`src/hdl/rgis_pkg.sv`:
```
// Package for the readiness-gated install supervisor.
// Holds the phase codes, register indexes, item and result types and defaults.
// No dependencies.
`default_nettype none

package rgis_pkg;

	localparam int unsigned TIME_WIDTH_DEF    = 64;
	localparam int unsigned ATTEMPT_WIDTH_DEF = 32;

	localparam int unsigned IN_TDATA_W  = 72;
	localparam int unsigned OUT_TDATA_W = 48;
	localparam int unsigned CFG_IDX_W   = 2;
	localparam int unsigned CFG_DATA_W  = 32;

	localparam logic [7:0]  RUN_NEEDED_RST  = 8'd3;
	localparam logic [31:0] RETRY_DELAY_RST = 32'd1000000;

	typedef enum logic [CFG_IDX_W-1:0] {
		REG_RUN_NEEDED  = 2'd0,
		REG_RETRY_DELAY = 2'd1
	} cfg_reg_t;

	typedef enum logic [2:0] {
		PH_WAIT_RUNTIME = 3'd0,
		PH_STABILISING  = 3'd1,
		PH_INSTALLING   = 3'd2,
		PH_WAIT_RETRY   = 3'd3,
		PH_READY        = 3'd4
	} phase_t;

	typedef struct packed {
		logic [7:0]  run_needed;
		logic [31:0] retry_delay;
	} cfg_t;

	typedef struct packed {
		logic        alive_after_install;
		logic        install_ok;
		logic        worker_alive;
		logic        runtime_up;
		logic [63:0] now_time;
	} item_t;

	typedef struct packed {
		logic        is_ready;
		logic [31:0] attempts;
		logic [7:0]  ready_run;
		phase_t      phase;
	} result_t;

endpackage

`default_nettype wire

```
`src/hdl/rgis_core.sv`:
```
// Supervisor state and next-state logic: one tick is applied per accepted item.
// Depends on rgis_pkg.
`default_nettype none

module rgis_core #(
	parameter int unsigned TIME_WIDTH    = rgis_pkg::TIME_WIDTH_DEF,
	parameter int unsigned ATTEMPT_WIDTH = rgis_pkg::ATTEMPT_WIDTH_DEF
) (
	input  wire logic            clk,
	input  wire logic            arst_n,
	input  wire logic            step,
	input  wire rgis_pkg::item_t item,
	input  wire rgis_pkg::cfg_t  cfg,
	output rgis_pkg::result_t    result
);
	import rgis_pkg::*;

	localparam int unsigned SUM_W = (TIME_WIDTH > 32) ? TIME_WIDTH : 32;
	localparam logic [ATTEMPT_WIDTH-1:0] ATTEMPT_MAX = {ATTEMPT_WIDTH{1'b1}};

	phase_t                   phase_q, phase_d;
	logic [7:0]               run_q, run_d;
	logic [ATTEMPT_WIDTH-1:0] attempt_q, attempt_d;
	logic [TIME_WIDTH-1:0]    deadline_q, deadline_d;

	logic [TIME_WIDTH-1:0] now_t;
	logic [SUM_W-1:0]      deadline_sum;
	logic [7:0]            need;
	logic [7:0]            run_inc;
	logic                  go_retry;

	assign now_t        = item.now_time[TIME_WIDTH-1:0];
	assign deadline_sum = SUM_W'(now_t) + SUM_W'(cfg.retry_delay);
	assign need         = (cfg.run_needed == 8'd0) ? 8'd1 : cfg.run_needed;
	assign run_inc      = (run_q != 8'hFF) ? run_q + 8'd1 : run_q;

	always_comb begin
		phase_d    = phase_q;
		run_d      = run_q;
		attempt_d  = attempt_q;
		deadline_d = deadline_q;
		go_retry   = 1'b0;
		if (phase_q == PH_READY) begin
			go_retry = !item.worker_alive;
		end else if (phase_q == PH_WAIT_RETRY && now_t < deadline_q) begin
			// hold until the retry deadline has passed
		end else if (!item.runtime_up) begin
			phase_d = PH_WAIT_RUNTIME;
			run_d   = 8'd0;
		end else begin
			phase_d = PH_STABILISING;
			run_d   = run_inc;
			if (run_inc >= need) begin
				if (item.worker_alive) begin
					phase_d = PH_READY;
				end else begin
					// one install attempt, resolved within the tick
					if (attempt_q != ATTEMPT_MAX)
						attempt_d = attempt_q + ATTEMPT_WIDTH'(1);
					if (!item.install_ok || !item.alive_after_install) begin
						go_retry = 1'b1;
					end else begin
						phase_d = PH_READY;
						run_d   = need;
					end
				end
			end
		end
		if (go_retry) begin
			phase_d    = PH_WAIT_RETRY;
			run_d      = 8'd0;
			deadline_d = deadline_sum[TIME_WIDTH-1:0];
		end
	end

	always_ff @(posedge clk or negedge arst_n) begin
		if (!arst_n) begin
			phase_q    <= PH_WAIT_RUNTIME;
			run_q      <= 8'd0;
			attempt_q  <= '0;
			deadline_q <= '0;
		end else if (step) begin
			phase_q    <= phase_d;
			run_q      <= run_d;
			attempt_q  <= attempt_d;
			deadline_q <= deadline_d;
		end
	end

	assign result.phase     = phase_d;
	assign result.ready_run = run_d;
	assign result.attempts  = 32'(attempt_d);
	assign result.is_ready  = (phase_d == PH_READY);

endmodule

`default_nettype wire

```
`src/hdl/readiness_gated_install_supervisor.sv`:
```
// Readiness-gated install supervisor.
//
// Slave stream s_*: one item is one tick carrying the time and the backend's
// answers. Master stream m_*: one result item per input item, in order,
// carrying phase, ready run, attempt count and ready flag.
// Configuration: cfg_we/cfg_index/cfg_wdata write the run length (index 0)
// and the retry delay (index 1); write only while no item is in flight.
//
// An accepted item is registered in the input register; the tick is then
// applied and the result registered in the result register, which raises
// m_tvalid. One item per cycle is sustained while m_tready is high: the
// supervisor state updates as the item moves into the result register.
// When m_tready is low the result register holds, then the input register
// fills and s_tready drops; nothing is lost.
// Reset clears both stages and returns the supervisor to waiting for the
// runtime with zero run and attempt counts; the run length resets to 3 and
// the retry delay to 1000000 us.
// Depends on rgis_pkg and rgis_core.
`default_nettype none

module readiness_gated_install_supervisor #(
	parameter int unsigned TIME_WIDTH    = rgis_pkg::TIME_WIDTH_DEF,
	parameter int unsigned ATTEMPT_WIDTH = rgis_pkg::ATTEMPT_WIDTH_DEF
) (
	input  wire logic                                clk,
	input  wire logic                                arst_n,
	input  wire logic                                s_tvalid,
	output logic                                     s_tready,
	// [63:0] now_time, [64] runtime_up, [65] worker_alive, [66] install_ok,
	// [67] alive_after_install, [71:68] zero
	input  wire logic [rgis_pkg::IN_TDATA_W-1:0]     s_tdata,
	output logic                                     m_tvalid,
	input  wire logic                                m_tready,
	// [2:0] phase, [10:3] ready_run, [42:11] attempts, [43] is_ready,
	// [47:44] zero
	output logic [rgis_pkg::OUT_TDATA_W-1:0]         m_tdata,
	input  wire logic                                cfg_we,
	input  wire logic [rgis_pkg::CFG_IDX_W-1:0]      cfg_index,
	input  wire logic [rgis_pkg::CFG_DATA_W-1:0]     cfg_wdata
);
	import rgis_pkg::*;

	cfg_t    cfg_q;
	item_t   item_s1;
	logic    valid_s1;
	result_t res_s2;
	result_t res_next;
	logic    valid_s2;
	logic    adv_s1;

	assign adv_s1   = valid_s1 && (!valid_s2 || m_tready);
	assign s_tready = !valid_s1 || adv_s1;

	always_ff @(posedge clk or negedge arst_n) begin
		if (!arst_n) begin
			cfg_q.run_needed  <= RUN_NEEDED_RST;
			cfg_q.retry_delay <= RETRY_DELAY_RST;
		end else if (cfg_we) begin
			case (cfg_index)
				REG_RUN_NEEDED:  cfg_q.run_needed  <= cfg_wdata[7:0];
				REG_RETRY_DELAY: cfg_q.retry_delay <= cfg_wdata[31:0];
				default: ;
			endcase
		end
	end

	always_ff @(posedge clk or negedge arst_n) begin
		if (!arst_n) begin
			valid_s1 <= 1'b0;
			valid_s2 <= 1'b0;
		end else begin
			if (s_tready)
				valid_s1 <= s_tvalid;
			if (!valid_s2 || m_tready)
				valid_s2 <= valid_s1;
		end
	end

	always_ff @(posedge clk) begin
		if (s_tvalid && s_tready)
			item_s1 <= item_t'(s_tdata[67:0]);
		if (adv_s1)
			res_s2 <= res_next;
	end

	rgis_core #(
		.TIME_WIDTH    (TIME_WIDTH),
		.ATTEMPT_WIDTH (ATTEMPT_WIDTH)
	) u_core (
		.clk    (clk),
		.arst_n (arst_n),
		.step   (adv_s1),
		.item   (item_s1),
		.cfg    (cfg_q),
		.result (res_next)
	);

	assign m_tvalid = valid_s2;
	assign m_tdata  = {4'd0, res_s2};

endmodule

`default_nettype wire
```
`config.mk`:
```
export PLATFORM = sky130hd
export DESIGN_NAME = readiness_gated_install_supervisor
export DESIGN_NICKNAME = d
export VERILOG_FILES = /design/src/hdl/rgis_pkg.sv /design/src/hdl/rgis_core.sv /design/src/hdl/readiness_gated_install_supervisor.sv
export SDC_FILE = /design/constraint.sdc
export NUM_CORES = 1
export LEC_CHECK = 0
export BUFFER_PORTS_ARGS = -buffer_cell sky130_fd_sc_hd__buf_4
export CAP_MARGIN = 20
export CORE_MARGIN = 2
export CORE_UTILIZATION = 45
export DETAILED_ROUTE_END_ITERATION = 7
export GPL_TIMING_DRIVEN = 0
export PLACE_DENSITY_LB_ADDON = 0.15
export SLEW_MARGIN = 20
export SYNTH_ARGS = -nofsm -noshare
export SYNTH_HDL_FRONTEND = slang
export SYNTH_SLANG_ARGS = --single-unit
```
`constraint.sdc`:
```
create_clock -name clk -period 4.3 [get_ports clk]
set_input_delay 0.43 -clock clk [delete_from_list [all_inputs] [get_ports clk]]
set_output_delay 0.43 -clock clk [all_outputs]
set_load 0.1 [all_outputs]
```
==> impl_metrics.prom <==
# TYPE chip_impl_metric gauge
chip_impl_metric{name="initial_utilization",unit="%"} 45.81
chip_impl_metric{name="diodes",unit=""} 0
chip_impl_metric{name="antenna_left",unit=""} 0
chip_impl_metric{name="synth_top_area_share",unit="%"} 24.17
chip_impl_metric{name="route.vias.total",unit=""} 10950
chip_impl_metric{name="worst_endpoint_data_arrival_time",unit="ns"} 4.31
chip_impl_metric{name="area_growth",unit="%"} 20.33
chip_impl_info{name="grt_busiest_layer",value="met2"} 1
chip_impl_metric{name="clk_transition_reported_paths",unit="ns"} 0.06
chip_impl_metric{name="drt-pass1-iter-count",unit=""} 5
chip_impl_metric{name="cap_viol_max_count",unit=""} 0
chip_impl_metric{name="route.detailed.drc",unit=""} 0
chip_impl_metric{name="critical_path_peak_fanout",unit=""} 10
chip_impl_info{name="criticalPathCategory",value="reg -> reg"} 1
chip_impl_info{name="critical_path.endpoint_type",value="flop"} 1
chip_impl_metric{name="ys_async_sr_fraction",unit="%"} 57.09
chip_impl_metric{name="final_area",unit="µm²"} 17440
chip_impl_metric{name="drv_slew",unit=""} 0
chip_impl_info{name="cp-start-kind",value="flop"} 1
chip_impl_metric{name="globalRouteOverflowTotal",unit=""} 0
chip_impl_metric{name="synth.lib_cells_used.distinct",unit=""} 74
chip_impl_metric{name="grt_pass1_wl",unit="mm"} 55.62
chip_impl_metric{name="synth_cells",unit=""} 1414
chip_impl_metric{name="maxSlewHeadroom",unit="%"} 36.94
chip_impl_metric{name="die-area",unit="µm²"} 33660
chip_impl_metric{name="finish.net_count",unit=""} 1824
chip_impl_metric{name="grt_util_met3",unit="%"} 2.674
chip_impl_metric{name="required",unit="ns"} 4.58
chip_impl_metric{name="floorplan.io_pins",unit=""} 161
chip_impl_metric{name="groute.layer.met1.usage",unit="%"} 28.00
chip_impl_metric{name="core_region_area",unit="µm²"} 31640
chip_impl_info{name="grt_setup_unrepaired",value="no"} 1
chip_impl_info{name="dominantRegCellSynth",value="sky130_fd_sc_hd__dfrtp_1"} 1
chip_impl_metric{name="antenna_found_initial",unit=""} 0
chip_impl_metric{name="detailedPlacementHpwl",unit="mm"} 25.32
chip_impl_metric{name="power_leakage",unit="nW"} 7.267
chip_impl_metric{name="edff_count_synth",unit=""} 112
chip_impl_metric{name="route.final.wire_length",unit="mm"} 33.95
chip_impl_metric{name="synth-seq-area-share",unit="%"} 49.01
chip_impl_metric{name="ff_latch_area",unit="µm²"} 7104
chip_impl_metric{name="cts_buffer_depth",unit=""} 3
chip_impl_metric{name="nFillCells",unit=""} 2825
chip_impl_metric{name="tightestPinTransition",unit="ns"} 0.9438
chip_impl_metric{name="finalCritPeriodShare",unit="%"} 93.76
chip_impl_metric{name="initialDrtViolationCount",unit=""} 734
chip_impl_metric{name="final.setup.tns",unit="ns"} 0
chip_impl_metric{name="placed_cells",unit=""} 1975
chip_impl_metric{name="place_congestion",unit=""} 0.8854
chip_impl_metric{name="area_of_the_multi_input_gates",unit="µm²"} 6809
chip_impl_metric{name="p_total",unit="mW"} 8.722
chip_impl_info{name="synth_area_leader_cell",value="sky130_fd_sc_hd__dfrtp_1"} 1
chip_impl_metric{name="setup_viol",unit=""} 0
chip_impl_metric{name="insertion_delay",unit="ns"} 0.55
chip_impl_metric{name="drive_above_1_share",unit="%"} 19.08
chip_impl_metric{name="cts-buffers-inserted",unit=""} 29
chip_impl_metric{name="vdd.ir_drop.worst",unit="V"} 0.0003161
chip_impl_metric{name="powerDensity",unit="nW/µm²"} 500.1
chip_impl_metric{name="routedWlPerCell",unit="µm"} 16.71
chip_impl_metric{name="grt_use_total",unit="%"} 20.56
chip_impl_info{name="worst_hold_path_type",value="in -> reg"} 1
chip_impl_metric{name="cts_htree_levels",unit=""} 1
chip_impl_metric{name="die_height",unit="µm"} 183.5
chip_impl_metric{name="port_buffers",unit=""} 152
chip_impl_metric{name="finalNonFillerCells",unit=""} 2032
chip_impl_info{name="run_status",value="completed"} 1
chip_impl_info{name="tritoncts",value="done"} 1
chip_impl_metric{name="floorplan.die.width",unit="µm"} 183.5
chip_impl_metric{name="finalCriticalPeriod",unit="ns"} 4.032
chip_impl_metric{name="via_count_of_the_first_global_routing_pass",unit=""} 10840
chip_impl_metric{name="grt_util_met2",unit="%"} 33.99
chip_impl_metric{name="fin_worst_skew",unit="ns"} 0.01586
chip_impl_metric{name="total_of_warnings_raised_by_yosys",unit=""} 0
chip_impl_metric{name="hold_viol_final",unit=""} 0
chip_impl_metric{name="synth_area_per_cell",unit="µm²"} 10.25
chip_impl_metric{name="cts.sink_count",unit=""} 261
chip_impl_info{name="mostFrequentLayoutCell",value="sky130_fd_sc_hd__nand2_1"} 1
chip_impl_info{name="ctsRootBufferMaster",value="sky130_fd_sc_hd__clkbuf_16"} 1
chip_impl_metric{name="synth_area",unit="µm²"} 14490
chip_impl_metric{name="achievable-frequency",unit="MHz"} 248.0
chip_impl_metric{name="grt_start_max_net_pins",unit=""} 59
chip_impl_metric{name="place_area",unit="µm²"} 16260
chip_impl_info{name="synth.area.top_cells",value="sky130_fd_sc_hd__dfrtp_1, sky130_fd_sc_hd__edfxtp_1, sky130_fd_sc_hd__ha_1"} 1
chip_impl_info{name="commonest_non_fill_non_tap_cells_in_the_layout",value="sky130_fd_sc_hd__nand2_1, sky130_fd_sc_hd__buf_4, sky130_fd_sc_hd__dfrtp_1"} 1
chip_impl_metric{name="reg2reg_slack",unit="ns"} 0.27
chip_impl_metric{name="floorplan.rows",unit=""} 65
chip_impl_metric{name="postSynthRegisterBits",unit=""} 261
chip_impl_metric{name="viasPerCell",unit=""} 5.388
[cell families after synthesis]
kind of cell               count (synthesis)  share of synthesized area, %
AOI/OAI and AO/OA                        288                         11.97
adders and majority gates                106                         9.202
and+or+nand+nor                          448                         14.74
other                                      1                       0.02587
buffers and inverters                    144                         4.325
muxes                                     41                         3.177
xor gates and xnor gates                 125                         7.554
DFF                                      261                         49.01
[Yosys cell counts, drive strengths merged, types with 3 or more instances]
cell,count
a21o,19
nor4,12
nor2,66
a22oi,4
nor3,18
dfrtp,140
nor2b,10
nand2b,12
and4,3
buf,28
nand4,46
nand2,190
a31oi,6
o21bai,5
xnor2,113
o21ai,112
o22ai,3
dfstp,9
inv,88
nand3,46
o2111ai,3
or3,4
a2111oi,5
edfxtp,112
and2,8
ha,105
xor2,12
a21oi,82
mux2,40
a41oi,3
or2,5
a211oi,5
a211o,3
o211ai,6
clkbuf,28
o31ai,6
and3,19
o21a,7
nor3b,5
[path summary, 6_finish.rpt]
check                                 startpoint                    end  cells after the start
min reg2reg                u_core.deadline_q[38]  u_core.deadline_q[38]                      2
min                                  s_tdata[25]            item_s1[25]                      1
min in group asynchronous                 arst_n  u_core.deadline_q[17]                      2
max in group asynchronous                 arst_n              cfg_q[33]                      4
max                              u_core.run_q[1]            m_tdata[31]                     18
max reg2reg                      u_core.run_q[1]            m_tdata[31]                     18
[stage by stage]
step / setup WS, ns / util (%) / hold slack (ns)
after floorplan: 0.4084 / - / 0.1344
after global placement: -0.1657 / 51.05 / 0.4638
after detailed placement: -0.1788 / 51.41 / 0.3598
after CTS: 0.03303 / 55.05 / 0.02113
after global routing: 0.002867 / 55.13 / 0.02185
final: 0.2681 / 55.13 / 0.04813
[power by group]
group / internal (mW) / leakage [nW] / switching, mW / total, mW
Combinational: 0.985 / 3.73 / 1.56 / 2.54
Clock: 1.81 / 0.529 / 1.03 / 2.84
Sequential: 3.06 / 3.01 / 0.274 / 3.34
Total: 5.86 / 7.27 / 2.87 / 8.72
[state kept, by name, indices dropped and copies added (netlist names)]
signal and cells:
item_s1 68, u_core.deadline_q 64, m_tdata 44, cfg_q 40, u_core.attempt_q 32, u_core.run_q 8, u_core.phase_q 3, m_tvalid 1
valid_s1 1
[layout make-up]
class | instances | area share, %
buffer | 55 | 1.722
clock inverter | 22 | 2.023
sequential | 261 | 40.73
timing repair buffer | 160 | 7.361
inverter | 88 | 1.894
tap | 402 | 2.884
clock buffer | 32 | 4.340
multi-input combinational | 1012 | 39.04
[critical path, cell delays in order, from the launching register on]
cell                        delay, ns
sky130_fd_sc_hd__dfrtp_1         0.42
sky130_fd_sc_hd__ha_1            0.22
sky130_fd_sc_hd__nand2_1         0.12
sky130_fd_sc_hd__nor2_2          0.18
sky130_fd_sc_hd__nand3_2         0.15
sky130_fd_sc_hd__nand2b_1        0.15
sky130_fd_sc_hd__nor2_1          0.08
sky130_fd_sc_hd__xor2_1          0.15
sky130_fd_sc_hd__ha_1            0.30
sky130_fd_sc_hd__nand2_1         0.05
sky130_fd_sc_hd__o21ai_0         0.24
sky130_fd_sc_hd__a2111oi_0       0.14
sky130_fd_sc_hd__or3_4           0.43
sky130_fd_sc_hd__a21o_1          0.23
sky130_fd_sc_hd__nor3_4          0.22
sky130_fd_sc_hd__buf_4           0.18
sky130_fd_sc_hd__buf_4           0.19
sky130_fd_sc_hd__nand4_1         0.13
sky130_fd_sc_hd__xnor2_1         0.18
[metal layers]
metal  vias to the layer above  wire, µm
met1                      5188     15560
met3                        61      1483
met4                         0      1182
met2                       293     15720
met5                         -         0
li1                       5407         -
[repair_timing]
action | 4_1_cts | 5_1_grt
endpoints found under the setup margin | 96 | 133
hold buffers | 1 | 0
endpoints found under the hold margin | 44 | 0
pin swaps | 2 | 0
gates resized for setup | 3 | 8
buffers inserted | 3 | 0
(Power assumes the default switching activity.)
